File: src/hw/rtl/ddo_pkg.sv
package ddo_pkg;

    localparam int DDO_CORDIC_STEPS = 16;
    localparam int DDO_ATAN_LEN     = 30;
    localparam int DDO_ATAN_IDX_W   = 5;
    localparam int DDO_CORDIC_W     = 33;
    localparam int DDO_PADDR_W      = 3;
    localparam int DDO_REG_IDX_W    = 1;

    localparam logic [DDO_CORDIC_W-1:0] DDO_CORDIC_START = 33'd652032874;

    localparam logic [19:0] DDO_CM_PER_TICK_RST      = 20'd1003;
    localparam logic [23:0] DDO_HEADING_PER_TICK_RST = 24'd701000;

    localparam logic [DDO_REG_IDX_W-1:0] REG_CM_PER_TICK      = 1'b0;
    localparam logic [DDO_REG_IDX_W-1:0] REG_HEADING_PER_TICK = 1'b1;

    typedef struct packed {
        logic        start;
        logic [31:0] angle;
    } t_cordic_ctl;

    typedef struct packed {
        logic        done;
        logic        c_neg;
        logic        s_neg;
        logic [31:0] c_abs;
        logic [31:0] s_abs;
    } t_cordic_res;

    function automatic logic [31:0] atan_entry(input logic [DDO_ATAN_IDX_W-1:0] idx);
        logic [31:0] v;
        case (idx)
            5'd0:    v = 32'h20000000;
            5'd1:    v = 32'h12E4051E;
            5'd2:    v = 32'h09FB385B;
            5'd3:    v = 32'h051111D4;
            5'd4:    v = 32'h028B0D43;
            5'd5:    v = 32'h0145D7E1;
            5'd6:    v = 32'h00A2F61E;
            5'd7:    v = 32'h00517C55;
            5'd8:    v = 32'h0028BE53;
            5'd9:    v = 32'h00145F2F;
            5'd10:   v = 32'h000A2F98;
            5'd11:   v = 32'h000517CC;
            5'd12:   v = 32'h00028BE6;
            5'd13:   v = 32'h000145F3;
            5'd14:   v = 32'h0000A2FA;
            5'd15:   v = 32'h0000517D;
            5'd16:   v = 32'h000028BE;
            5'd17:   v = 32'h0000145F;
            5'd18:   v = 32'h00000A30;
            5'd19:   v = 32'h00000518;
            5'd20:   v = 32'h0000028C;
            5'd21:   v = 32'h00000146;
            5'd22:   v = 32'h000000A3;
            5'd23:   v = 32'h00000051;
            5'd24:   v = 32'h00000029;
            5'd25:   v = 32'h00000014;
            5'd26:   v = 32'h0000000A;
            5'd27:   v = 32'h00000005;
            5'd28:   v = 32'h00000003;
            5'd29:   v = 32'h00000001;
            default: v = 32'h00000000;
        endcase
        return v;
    endfunction

endpackage

File: src/hw/rtl/ddo_in_if.sv
interface ddo_in_if;
    logic               valid;
    logic               ready;
    logic signed [15:0] left_delta;
    logic signed [15:0] right_delta;

    modport source (output valid, output left_delta, output right_delta, input ready);
    modport sink (input valid, input left_delta, input right_delta, output ready);
endinterface

File: src/hw/rtl/ddo_out_if.sv
interface ddo_out_if;
    logic               valid;
    logic               ready;
    logic signed [31:0] pos_x;
    logic signed [31:0] pos_y;
    logic        [31:0] heading;

    modport source (output valid, output pos_x, output pos_y, output heading, input ready);
    modport sink (input valid, input pos_x, input pos_y, input heading, output ready);
endinterface

File: src/hw/rtl/ddo_cordic.sv
module ddo_cordic import ddo_pkg::*; #(
    parameter int CORDIC_STEPS = DDO_CORDIC_STEPS
) (
    input  logic        i_clk,
    input  logic        i_rst_n,
    input  t_cordic_ctl i_ctl,
    output t_cordic_res o_res
);

    localparam int CNT_W = $clog2(CORDIC_STEPS);
    localparam logic [CNT_W-1:0] LAST = CNT_W'(CORDIC_STEPS - 1);

    typedef enum logic [2:0] {
        C_IDLE = 3'b001,
        C_RUN  = 3'b010,
        C_FIN  = 3'b100
    } t_cstate;

    t_cstate r_state;
    logic [CNT_W-1:0] r_cnt;
    logic signed [DDO_CORDIC_W-1:0] r_x, r_y, r_z;
    logic r_flip;
    logic r_done;
    logic r_c_neg, r_s_neg;
    logic [31:0] r_c_abs, r_s_abs;

    logic w_flip;
    logic [31:0] w_angle;
    logic signed [DDO_CORDIC_W-1:0] w_xs, w_ys, w_at, w_cv, w_sv, w_ca, w_sa;

    always_comb begin
        w_flip  = i_ctl.angle[31] ^ i_ctl.angle[30];
        w_angle = {i_ctl.angle[31] ^ w_flip, i_ctl.angle[30:0]};
        w_xs    = r_x >>> r_cnt;
        w_ys    = r_y >>> r_cnt;
        w_at    = {1'b0, atan_entry(DDO_ATAN_IDX_W'(r_cnt))};
        w_cv    = r_flip ? -r_x : r_x;
        w_sv    = r_flip ? -r_y : r_y;
        w_ca    = w_cv[DDO_CORDIC_W-1] ? -w_cv : w_cv;
        w_sa    = w_sv[DDO_CORDIC_W-1] ? -w_sv : w_sv;
    end

    always_ff @(posedge i_clk) begin
        if (!i_rst_n) begin
            r_state <= C_IDLE;
            r_done  <= 1'b0;
        end else begin
            r_done <= 1'b0;
            unique case (r_state)
                C_IDLE: begin
                    if (i_ctl.start) begin
                        r_state <= C_RUN;
                    end
                end
                C_RUN: begin
                    if (r_cnt == LAST) begin
                        r_state <= C_FIN;
                    end
                end
                C_FIN: begin
                    r_done  <= 1'b1;
                    r_state <= C_IDLE;
                end
                default: r_state <= C_IDLE;
            endcase
        end
    end

    always_ff @(posedge i_clk) begin
        if (r_state == C_IDLE && i_ctl.start) begin
            r_x    <= DDO_CORDIC_START;
            r_y    <= '0;
            r_z    <= {w_angle[31], w_angle};
            r_flip <= w_flip;
            r_cnt  <= '0;
        end else if (r_state == C_RUN) begin
            if (!r_z[DDO_CORDIC_W-1]) begin
                r_x <= r_x - w_ys;
                r_y <= r_y + w_xs;
                r_z <= r_z - w_at;
            end else begin
                r_x <= r_x + w_ys;
                r_y <= r_y - w_xs;
                r_z <= r_z + w_at;
            end
            r_cnt <= r_cnt + 1'b1;
        end
        if (r_state == C_FIN) begin
            r_c_neg <= w_cv[DDO_CORDIC_W-1];
            r_s_neg <= w_sv[DDO_CORDIC_W-1];
            r_c_abs <= w_ca[31:0];
            r_s_abs <= w_sa[31:0];
        end
    end

    assign o_res = '{done: r_done, c_neg: r_c_neg, s_neg: r_s_neg,
                     c_abs: r_c_abs, s_abs: r_s_abs};

endmodule

File: src/hw/rtl/differential_drive_odometry.sv
// An accepted input transaction runs through the heading and distance multiplies, the CORDIC
// iterations and the x and y multiplies before the result is offered on the output; the
// single shared 24x32 multiplier is used six times per transaction.
// The input is not ready while a transaction is in progress.
// Synchronous active-low reset clears the pose to zero and loads the register defaults.
module differential_drive_odometry import ddo_pkg::*; #(
    parameter int CORDIC_STEPS = DDO_CORDIC_STEPS
) (
    input  logic                   i_clk,
    input  logic                   i_rst_n,
    ddo_in_if.sink                 i_in,
    ddo_out_if.source              o_out,
    input  logic                   psel,
    input  logic                   penable,
    input  logic                   pwrite,
    input  logic [DDO_PADDR_W-1:0] paddr,
    input  logic [31:0]            pwdata,
    output logic [31:0]            prdata,
    output logic                   pready
);

    typedef enum logic [11:0] {
        S_IDLE  = 12'b000000000001,
        S_MTH   = 12'b000000000010,
        S_MD    = 12'b000000000100,
        S_CST   = 12'b000000001000,
        S_CWAIT = 12'b000000010000,
        S_MXL   = 12'b000000100000,
        S_MXH   = 12'b000001000000,
        S_MYL   = 12'b000010000000,
        S_MYH   = 12'b000100000000,
        S_YT    = 12'b001000000000,
        S_YS    = 12'b010000000000,
        S_PUT   = 12'b100000000000
    } t_state;

    t_state r_state, n_state;

    logic [19:0] r_cm_per_tick;
    logic [23:0] r_heading_per_tick;
    logic [31:0] r_heading, r_x, r_y, r_mid;
    logic [15:0] r_diff_abs;
    logic        r_diff_neg;
    logic [16:0] r_sum_abs;
    logic        r_sum_neg;
    logic [36:0] r_d2_abs;
    logic [55:0] r_prod;
    logic [32:0] r_q;
    logic [51:0] r_t;
    logic        r_out_valid;
    logic [31:0] r_out_x, r_out_y, r_out_h;

    logic [16:0] w_diff, w_sum, w_diff_abs, w_sum_abs;
    logic [32:0] w_dth;
    logic [23:0] w_ma;
    logic [31:0] w_mb;
    logic [55:0] w_prod;
    logic        w_accept, w_cfg_wr;
    t_cordic_ctl w_ctl;
    t_cordic_res w_res;

    function automatic logic [31:0] sat_add(input logic [31:0] acc, input logic [38:0] mag,
                                            input logic neg);
        logic [40:0] a, m, s;
        a = {{9{acc[31]}}, acc};
        m = {2'b00, mag};
        s = neg ? a - m : a + m;
        if (s[40:31] == {10{s[40]}}) begin
            return s[31:0];
        end else if (s[40]) begin
            return 32'h8000_0000;
        end else begin
            return 32'h7FFF_FFFF;
        end
    endfunction

    assign w_accept = i_in.valid && i_in.ready;
    assign w_cfg_wr = psel && penable && pwrite;
    assign pready   = 1'b1;

    always_comb begin
        unique case (paddr[2])
            REG_CM_PER_TICK:      prdata = {12'd0, r_cm_per_tick};
            REG_HEADING_PER_TICK: prdata = {8'd0, r_heading_per_tick};
            default:              prdata = '0;
        endcase
    end

    always_comb begin
        w_diff     = {i_in.right_delta[15], i_in.right_delta}
                   - {i_in.left_delta[15], i_in.left_delta};
        w_sum      = {i_in.right_delta[15], i_in.right_delta}
                   + {i_in.left_delta[15], i_in.left_delta};
        w_diff_abs = w_diff[16] ? -w_diff : w_diff;
        w_sum_abs  = w_sum[16] ? -w_sum : w_sum;
        w_dth      = r_diff_neg ? (~r_prod[32:0] + 33'd1) : r_prod[32:0];
    end

    always_comb begin
        w_ma = '0;
        w_mb = '0;
        case (r_state)
            S_MTH: begin
                w_ma = r_heading_per_tick;
                w_mb = {16'd0, r_diff_abs};
            end
            S_MD: begin
                w_ma = {7'd0, r_sum_abs};
                w_mb = {12'd0, r_cm_per_tick};
            end
            S_MXL: begin
                w_ma = {6'd0, r_d2_abs[17:0]};
                w_mb = w_res.c_abs;
            end
            S_MXH: begin
                w_ma = {5'd0, r_d2_abs[36:18]};
                w_mb = w_res.c_abs;
            end
            S_MYL: begin
                w_ma = {6'd0, r_d2_abs[17:0]};
                w_mb = w_res.s_abs;
            end
            S_MYH: begin
                w_ma = {5'd0, r_d2_abs[36:18]};
                w_mb = w_res.s_abs;
            end
            default: begin
                w_ma = '0;
                w_mb = '0;
            end
        endcase
    end

    assign w_prod = {32'd0, w_ma} * {24'd0, w_mb};

    assign w_ctl = '{start: (r_state == S_CST), angle: r_mid};

    ddo_cordic #(
        .CORDIC_STEPS (CORDIC_STEPS)
    ) u_cordic (
        .i_clk   (i_clk),
        .i_rst_n (i_rst_n),
        .i_ctl   (w_ctl),
        .o_res   (w_res)
    );

    always_comb begin
        n_state = r_state;
        unique case (r_state)
            S_IDLE:  if (w_accept) n_state = S_MTH;
            S_MTH:   n_state = S_MD;
            S_MD:    n_state = S_CST;
            S_CST:   n_state = S_CWAIT;
            S_CWAIT: if (w_res.done) n_state = S_MXL;
            S_MXL:   n_state = S_MXH;
            S_MXH:   n_state = S_MYL;
            S_MYL:   n_state = S_MYH;
            S_MYH:   n_state = S_YT;
            S_YT:    n_state = S_YS;
            S_YS:    n_state = S_PUT;
            S_PUT:   if (!r_out_valid || o_out.ready) n_state = S_IDLE;
            default: n_state = S_IDLE;
        endcase
    end

    always_ff @(posedge i_clk) begin
        if (!i_rst_n) begin
            r_state            <= S_IDLE;
            r_cm_per_tick      <= DDO_CM_PER_TICK_RST;
            r_heading_per_tick <= DDO_HEADING_PER_TICK_RST;
            r_heading          <= '0;
            r_x                <= '0;
            r_y                <= '0;
            r_out_valid        <= 1'b0;
        end else begin
            r_state <= n_state;
            if (w_cfg_wr) begin
                unique case (paddr[2])
                    REG_CM_PER_TICK:      r_cm_per_tick <= pwdata[19:0];
                    REG_HEADING_PER_TICK: r_heading_per_tick <= pwdata[23:0];
                    default:              ;
                endcase
            end
            if (r_state == S_MD) begin
                r_heading <= r_heading + w_dth[31:0];
            end
            if (r_state == S_MYH) begin
                r_x <= sat_add(r_x, r_t[51:13], r_sum_neg ^ w_res.c_neg);
            end
            if (r_state == S_YS) begin
                r_y <= sat_add(r_y, r_t[51:13], r_sum_neg ^ w_res.s_neg);
            end
            if (r_state == S_PUT && (!r_out_valid || o_out.ready)) begin
                r_out_valid <= 1'b1;
            end else if (o_out.ready) begin
                r_out_valid <= 1'b0;
            end
        end
    end

    always_ff @(posedge i_clk) begin
        r_prod <= w_prod;
        if (w_accept) begin
            r_diff_abs <= w_diff_abs[15:0];
            r_diff_neg <= w_diff[16];
            r_sum_abs  <= w_sum_abs;
            r_sum_neg  <= w_sum[16];
        end
        if (r_state == S_MD) begin
            r_mid <= r_heading + w_dth[32:1];
        end
        if (r_state == S_CST) begin
            r_d2_abs <= r_prod[36:0];
        end
        if (r_state == S_MXH || r_state == S_MYH) begin
            r_q <= r_prod[50:18];
        end
        if (r_state == S_MYL || r_state == S_YT) begin
            r_t <= {1'b0, r_prod[50:0]} + {19'd0, r_q};
        end
        if (r_state == S_PUT && (!r_out_valid || o_out.ready)) begin
            r_out_x <= r_x;
            r_out_y <= r_y;
            r_out_h <= r_heading;
        end
    end

    assign i_in.ready    = (r_state == S_IDLE);
    assign o_out.valid   = r_out_valid;
    assign o_out.pos_x   = r_out_x;
    assign o_out.pos_y   = r_out_y;
    assign o_out.heading = r_out_h;

endmodule
File: src/flat_wrapper.sv
// flat-port wrapper written by rule: the top's interface ports become plain ports
module differential_drive_odometry_flat import ddo_pkg::*;
#(
    parameter int CORDIC_STEPS = DDO_CORDIC_STEPS
)
  (i_clk, i_rst_n, psel, penable, pwrite, paddr, pwdata, prdata, pready, i_in_valid, i_in_left_delta, i_in_right_delta, i_in_ready, o_out_valid, o_out_pos_x, o_out_pos_y, o_out_heading, o_out_ready);
  ddo_in_if i_in_i ();
  ddo_out_if o_out_i ();
  input  logic i_clk;
  input  logic i_rst_n;
  input  logic psel;
  input  logic penable;
  input  logic pwrite;
  input  logic [DDO_PADDR_W-1:0] paddr;
  input  logic [31:0] pwdata;
  output logic [31:0] prdata;
  output logic pready;
  input wire logic [$bits(i_in_i.valid)-1:0] i_in_valid;
  input wire logic [$bits(i_in_i.left_delta)-1:0] i_in_left_delta;
  input wire logic [$bits(i_in_i.right_delta)-1:0] i_in_right_delta;
  output wire logic [$bits(i_in_i.ready)-1:0] i_in_ready;
  output wire logic [$bits(o_out_i.valid)-1:0] o_out_valid;
  output wire logic [$bits(o_out_i.pos_x)-1:0] o_out_pos_x;
  output wire logic [$bits(o_out_i.pos_y)-1:0] o_out_pos_y;
  output wire logic [$bits(o_out_i.heading)-1:0] o_out_heading;
  input wire logic [$bits(o_out_i.ready)-1:0] o_out_ready;
  assign i_in_i.valid = i_in_valid;
  assign i_in_i.left_delta = i_in_left_delta;
  assign i_in_i.right_delta = i_in_right_delta;
  assign i_in_ready = i_in_i.ready;
  assign o_out_valid = o_out_i.valid;
  assign o_out_pos_x = o_out_i.pos_x;
  assign o_out_pos_y = o_out_i.pos_y;
  assign o_out_heading = o_out_i.heading;
  assign o_out_i.ready = o_out_ready;
  differential_drive_odometry #(.CORDIC_STEPS(CORDIC_STEPS)) u_core (.i_clk(i_clk), .i_rst_n(i_rst_n), .i_in(i_in_i), .o_out(o_out_i), .psel(psel), .penable(penable), .pwrite(pwrite), .paddr(paddr), .pwdata(pwdata), .prdata(prdata), .pready(pready));
endmodule
File: config.mk
export PLATFORM = sky130hd
export DESIGN_NAME = differential_drive_odometry_flat
export DESIGN_NICKNAME = d
export VERILOG_FILES = /design/src/hw/rtl/ddo_pkg.sv /design/src/hw/rtl/ddo_in_if.sv /design/src/hw/rtl/ddo_out_if.sv /design/src/hw/rtl/ddo_cordic.sv /design/src/hw/rtl/differential_drive_odometry.sv /design/src/flat_wrapper.sv
export SDC_FILE = /design/constraint.sdc
export NUM_CORES = 2
export LEC_CHECK = 0
export BUFFER_PORTS_ARGS = -buffer_cell sky130_fd_sc_hd__buf_2
export CAP_MARGIN = 40
export CORE_MARGIN = 1
export CORE_UTILIZATION = 45
export DETAILED_ROUTE_END_ITERATION = 12
export SYNTH_ARGS = -nofsm -noshare
export SYNTH_HDL_FRONTEND = slang
export SYNTH_SLANG_ARGS = --single-unit
File: constraint.sdc
create_clock -name i_clk -period 10.33 [get_ports i_clk]
set_input_delay 1.5495 -clock i_clk [delete_from_list [all_inputs] [get_ports i_clk]]
set_output_delay 1.5495 -clock i_clk [all_outputs]
set_load 0.02 [all_outputs]
**Word-level counts from Yosys, hierarchy flattened**

Memory sizes are Yosys's and may differ from the RTL's. A register that Yosys moved wholly into a read port is not among the register bits.
Cells that the tools add are included.

- Div/mod/pow operators: 0
- Equality and inequality tests: 23
- Add/subtract/negate cells: 23
- Order comparisons: 0
- Shifts and indexed selects: 2
- Reduce and logical (&&, ||, !) cells: 19
- Bitwise logic cells: 6
- Multiplexer cells: 33
- Multiply operators: 1

Operators with widths:

| operator | count |
|---|---|
| 2-to-1 mux 33 bit | 8 |
| 2-to-1 mux 32 bit | 6 |
| case mux 12 bit (12 select lines) | 1 |
| case mux 32 bit (4 select lines) | 1 |
| adder 33 bit | 3 |
| subtractor 33 bit | 3 |
| case mux 24 bit (4 select lines) | 1 |
| adder 32 x 40 -> 41 bit | 2 |
| 2-to-1 mux 41 bit | 2 |
| subtractor 32 x 40 -> 41 bit | 2 |
| negation 33 bit | 2 |
| >>> shifter 33 x 4 -> 33 bit | 2 |
| adder 32 bit | 2 |
| negation 32 bit | 2 |
| case mux 32 bit (2 select lines) | 1 |
| adder 51 x 33 -> 52 bit | 1 |
| multiplier 24 x 32 -> 51 bit | 1 |
| 2-to-1 mux 12 bit | 3 |
| adder 33 x 1 -> 33 bit (second input constant) | 1 |
| inverter 33 bit | 1 |
| 2-to-1 mux 16 bit | 2 |
| equality test 9 bit | 2 |
| adder 16 x 16 -> 17 bit | 1 |
| negation 17 bit | 1 |
| other kinds (34) | 56 |

- ROM bits: 480
- Register bits after elaboration: 663
- Latch bits: 0
- RAM bits: 0
- Input bits: 74
- Output and inout port bits: 131
- Memories: 1

Memories:

| name | depth | width | read ports | clocked after memory_dff | write ports | line | source |
|---|---|---|---|---|---|---|---|
| (no name shown) | 16 | 30 | 1 | 1 | 0 | ddo_pkg.sv:33 | `case (idx)` |

**Longest topological paths before layout**

- Depth in word-level cells: 4
- Mapped depth: 40
- Gate-level depth less buffers: 36

**Hierarchy**

From an unflattened synthesis, not the netlist that was laid out.

- Cell total of the unflattened synthesis: 8243
- Area, all modules: 72540.8 um^2

Modules (own cells, without submodules):

| module | area an instance (um^2) | instances | cells an instance | seq. area each (um^2) |
|---|---|---|---|---|
| differential_drive_odometry | 51518.2 | 1 | 5668 | 12221.7 |
| ddo_cordic | 21022.7 | 1 | 2575 | 5084.9 |

**Worst setup path after synthesis**

Ideal clock, no wire load.

- Kind: register to register
- From: reg u_core.r_state[2]
- To: reg u_core.r_prod[49]
- Arrival: 9.485 ns
- Slack: 0.773 ns
- Stages on the path, launching flop included: 34
- Path buffers: 3
- Clock period less this slack: 9.557 ns
- Setup time: 0.072 ns
- Path through: dfxtp_1 nor4_1 nand4b_1 a211oi_1 clkbuf_1 clkbuf_1 a222oi_1 nand2_1 clkbuf_1 nand2_1 fa_1 inv_1 fa_1 inv_1 fa_1 fa_1 fa_1 inv_1 fa_1 inv_1 fa_1 inv_1 ha_1 and3_1 nand3_1 a211o_1 a211oi_1 o21ai_0 a21bo_2 o31a_1 a31oi_1 nand2_1 o21ai_0 xor2_1

- Longest elaborated chain between the ends: 4
- Elaborated cells between the ends (all ways): 13
- Those cells by class: mul: 1; eq/ne: 6; mux: 2; reduce/logical: 4

Ends and longest elaborated chain:

| what | line | source |
|---|---|---|
| start: declaration | differential_drive_odometry.sv:37 | `t_state r_state, n_state;` |
| start signal: assignment | differential_drive_odometry.sv:176 | `r_state <= n_state;` |
| equality test 12 x 7 -> 1 bit (tied with other cells) | differential_drive_odometry.sv:102 | `case (r_state)` |
| OR reduction 2 bit (no source line) | -- |  |
| case mux 24 bit (4 select lines) or case mux 32 bit (4 select lines) (tied branches) | differential_drive_odometry.sv:102 |  |
| multiplier 24 x 32 -> 51 bit * | differential_drive_odometry.sv:134 | `assign w_prod = {32'd0, w_ma} * {24'd0, w_mb};` |
| via u_core.w_prod[49] | differential_drive_odometry.sv:57 | `logic [55:0] w_prod;` |
| end signal: assignment | differential_drive_odometry.sv:202 | `r_prod <= w_prod;` |
| end: declaration | differential_drive_odometry.sv:47 | `logic [55:0] r_prod;` |

Mark *: on every way through the listed nets, which the timed path passes. The rest lies on a longest branch.
A chain may end at the register's enable or synchronous reset.

**Final worst setup path**

- From: reg u_core.r_state[2]
- To: reg u_core.r_prod[50]

Same word-level chain as after synthesis.

==> impl_metrics.toml <==
[outcome]
run_status = "finished, final reports clean"

[floorplanning]
die-width_um = 397.5
io_pins = 205
fp.dieArea_mm2 = 0.1580
design.core.area_mm2 = 0.1546
initial_utilization_pct = 45.52
vertical_die_dimension_um = 397.5
std_cell_rows = 144

[cells_and_area]
synthToLayoutAreaGrowth_pct = 9.277
fin_nets = 9283
post_route_cells_drive_above_1_share_pct = 8.176
finish.utilization_pct = 49.75

[timing]
rsz_0062_raised_after_global_routing = "no"
setup-violations-final = 0
worst_slew_margin_rel_pct = 25.44
finalWorstSetupSlack_ps = 417.8
post-route-min-period_ps = 9912
worstMarginPinSlew_ps = 1118
final_min_period_over_clock_period_pct = 95.96
hold_violations = 0
achievable-frequency_mhz = 100.9
finalClockSkew_ps = 55.93
fin_tns_setup_ps = 0
maxSlewViolCount = 0

[min_path]
timing.hold.worst.class = "flop to flop"
whs_endpoint = "u_core.o_out.pos_y[0]$_DFFE_PP_"
min_path_cells = 0
hold_path_startpoint = "u_core.r_y[0]$_SDFFE_PN0P_"

[route]
route.detailed.drc = 0
detail_route.vias_per_cell = 5.609
avgRoutedWirePerCell_um = 21.45
postRouteWirelength_mm = 218.6
dr_total_vias = 57180
firstDrtPassIters = 6
detail-route-antenna-nets = 0
violation_count_after_the_first_detailed_routing_iteration = 4510

[logic_synthesis]
post_synth_main_area_contributors = "sky130_fd_sc_hd__fa_1 19%, sky130_fd_sc_hd__edfxtp_1 16%, sky130_fd_sc_hd__dfxtp_1 8.8%"
postSynthCellCount = 7944
netlist_cell_types = 108
syn-mean-instance-area_um2 = 8.859
synthFlopType = "sky130_fd_sc_hd__edfxtp_1"
synth.cells.most_frequent = "1101 x sky130_fd_sc_hd__nand2_1, 911 x sky130_fd_sc_hd__inv_1, 700 x sky130_fd_sc_hd__nor2_1"
synth-async-reset-ratio_pct = 0
yosysMostFrequentCell = "sky130_fd_sc_hd__nand2_1"
yosysTopAreaCellShare_pct = 18.75
ys.warnings.count = 0
synth-seq-cells = 679
synth.largest_area_cell = "sky130_fd_sc_hd__fa_1"
seq_area_frac_synth_pct = 24.59
post_synth_edffs = 371
mappedNetlistArea_mm2 = 0.07038

[critical_path]
critical-path-max-stage-delay_ps = 670
timing.critical_path.arrival_ps = 10490
path_common_cell = "sky130_fd_sc_hd__fa_1"
r2r-start = "u_core.r_state[2]$_SDFFE_PN0P_"
cpMaxStageDelayCell = "sky130_fd_sc_hd__or3_1"
worstSetupStartpointType = "flop"
crit_path_end_kind = "flop"
criticalPathCategory = "flop to flop"
r2r_end = "u_core.r_prod[50]$_DFF_P_"
cp_data_required_time_ps = 10910
ff2ff_path_depth = 34
critPathMaxFanout = 45
reg2reg_setup_slack_ps = 420

[clock_network]
numCtsBuffers = 80
clock_sinks = 679
tritoncts = "yes"
maximum_clock_path_buffer_count = 3
worst_skew_pair.late_latency_ps = 710
cts_htree_levels = 3
worst_setup_hold_path_clk_slew_ps = 60
clock_tree.root_cell = "sky130_fd_sc_hd__clkbuf_16"

[global_route]
grt_first_pass_wirelength_mm = 331.5
total_track_usage_pct = 27.44
grt_pass1_vias = 56360
pin_count_of_the_biggest_net_entering_global_routing = 93
globalRouteOverflowTotal = 0
antenna_found_initial = 15

[power_and_ir_drop]
p_leak_nw = 33.91
max-vdd-ir-drop_mv = 0.1152
cellPowerDensity_mw_per_mm2 = 96.68

[job]
timing.max_cap.violations = 0

[place]
place_ws_ps = 188.4
place.gp.congestion = 0.9825
detailedPlacementHpwl_mm = 176.1
io_buffer_count = 185
## layout by cell type (no fill, tap or decap), types with 32 or more instances in the layout
cell type,Yosys,routed
sky130_fd_sc_hd__nand2_1,1101,1096
sky130_fd_sc_hd__inv_1,911,911
sky130_fd_sc_hd__nor2_1,700,698
sky130_fd_sc_hd__fa_1,659,659
sky130_fd_sc_hd__a21oi_1,488,488
sky130_fd_sc_hd__ha_1,470,470
sky130_fd_sc_hd__xnor2_1,408,406
sky130_fd_sc_hd__edfxtp_1,371,371
sky130_fd_sc_hd__o21ai_0,325,325
sky130_fd_sc_hd__dfxtp_1,308,304
sky130_fd_sc_hd__xor2_1,254,254
sky130_fd_sc_hd__buf_2,22,185
sky130_fd_sc_hd__buf_4,13,148
sky130_fd_sc_hd__nand3_1,138,138
sky130_fd_sc_hd__nor3_1,127,123
sky130_fd_sc_hd__a21o_1,122,122
sky130_fd_sc_hd__clkbuf_16,0,87
sky130_fd_sc_hd__and2_1,78,78
sky130_fd_sc_hd__conb_1,2,74
sky130_fd_sc_hd__nand2b_1,72,72
sky130_fd_sc_hd__a31oi_1,64,64
sky130_fd_sc_hd__o21a_1,56,56
sky130_fd_sc_hd__or3_1,53,53
sky130_fd_sc_hd__mux4_2,50,50
sky130_fd_sc_hd__and3_1,48,47
sky130_fd_sc_hd__o31ai_1,44,44
sky130_fd_sc_hd__a211oi_1,45,44
sky130_fd_sc_hd__o21bai_1,42,42
sky130_fd_sc_hd__mux2i_1,41,41
sky130_fd_sc_hd__nor2b_1,42,41
sky130_fd_sc_hd__nand4_1,38,38
sky130_fd_sc_hd__o211ai_1,32,32
## power by group
part	switching, mW	internal, mW
sequential	0.0900	2.93
clock	1.25	1.72
combinational	0.863	0.580
## layer usage
metal  track usage [%]  part of all wire, %
met1             36.00                   42
met2             45.36                   47
met3             5.099                  7.6
met4             9.245                  3.5
met5                 0                0.023
## worst max path at each step
stage	end	slack, ps	cells after the start	from
2_1_floorplan	u_core.r_prod[49]$_DFF_P_	770	33	u_core.r_state[2]$_SDFFE_PN0P_
3_3_place_gp	u_core.r_prod[50]$_DFF_P_	280	35	u_core.r_state[5]$_SDFFE_PN0P_
3_5_place_dp	u_core.r_prod[50]$_DFF_P_	190	35	u_core.r_state[5]$_SDFFE_PN0P_
4_1_cts	u_core.r_prod[50]$_DFF_P_	170	35	u_core.r_state[5]$_SDFFE_PN0P_
5_1_grt	u_core.r_prod[50]$_DFF_P_	6	34	u_core.r_state[2]$_SDFFE_PN0P_
6_report	u_core.r_prod[50]$_DFF_P_	420	34	u_core.r_state[2]$_SDFFE_PN0P_
## repair_timing
action,4_1_cts,5_1_grt
resized for setup,0,8
hold buffers,0,0
endpoints found under the hold margin,0,0
buffers inserted,0,0
endpoints found under the setup margin,0,6
## cells by family (layout without fill, tap and decap cells)
family,Yosys count,count (layout),share of synthesized area (%)
compound gates,1474,1474,13.19
xor+xnor,665,665,8.308
fa+ha+maj,1129,1129,27.10
buf+inv,1288,1418,7.060
flops,679,679,24.59
mux,140,140,3.351
other cells,2,77,0.01067
simple gates,2567,2567,16.39
## per-stage QoR
step / instance area (µm²) / cells / hold slack, ps / power [mW]
final: 76910 / 10190 / 468.4 / 7.435
after global placement: 74020 / 10030 / 451.0 / 4.496
after global routing: 76900 / 10190 / 480.5 / 7.760
after CTS: 76870 / 10190 / 468.6 / 7.499
after detailed placement: 74120 / 10040 / 455.4 / 4.506
after floorplan: 70650 / 8016 / 423.7 / 4.057
## sequential cells by signal, indices dropped and copies added, names as in the netlist, 30 cells and up
signal	cells
u_core.u_cordic.r_c_abs	32
u_core.r_d2_abs	37
u_core.o_out.heading	32
u_core.r_t	39
u_core.u_cordic.r_s_abs	32
u_core.u_cordic.r_y	33
u_core.r_y	32
u_core.o_out.pos_y	32
u_core.u_cordic.r_x	33
u_core.r_x	32
u_core.u_cordic.w_at	30
u_core.r_heading	32
u_core.r_mid	32
u_core.r_prod	51
u_core.r_q	33
u_core.o_out.pos_x	32
u_core.u_cordic.r_z	33
## area by class of cell
cell class / instances / area (µm²)
repair buffers: 350 / 2349
clock buffers: 108 / 2317
inverters: 920 / 3458
multi-input cells: 6049 / 48470
fillers: 14770 / 77680
well taps: 2044 / 2557
diodes: 3 / 7.507
clock inverters: 40 / 430.4
flip-flops and latches: 679 / 17310
## critical path: cells and delay by family, from the launching register on
family / cells / cell delay, ps
adder cells (fa/ha/maj): 8 / 3880
AND/OR/NAND/NOR: 12 / 3220
AO/OA/AOI/OAI: 6 / 1450
flip-flops: 1 / 350
buffers and inverters: 7 / 760
XOR/XNOR: 1 / 70
No activity file was read; power rests on OpenSTA's default activity.
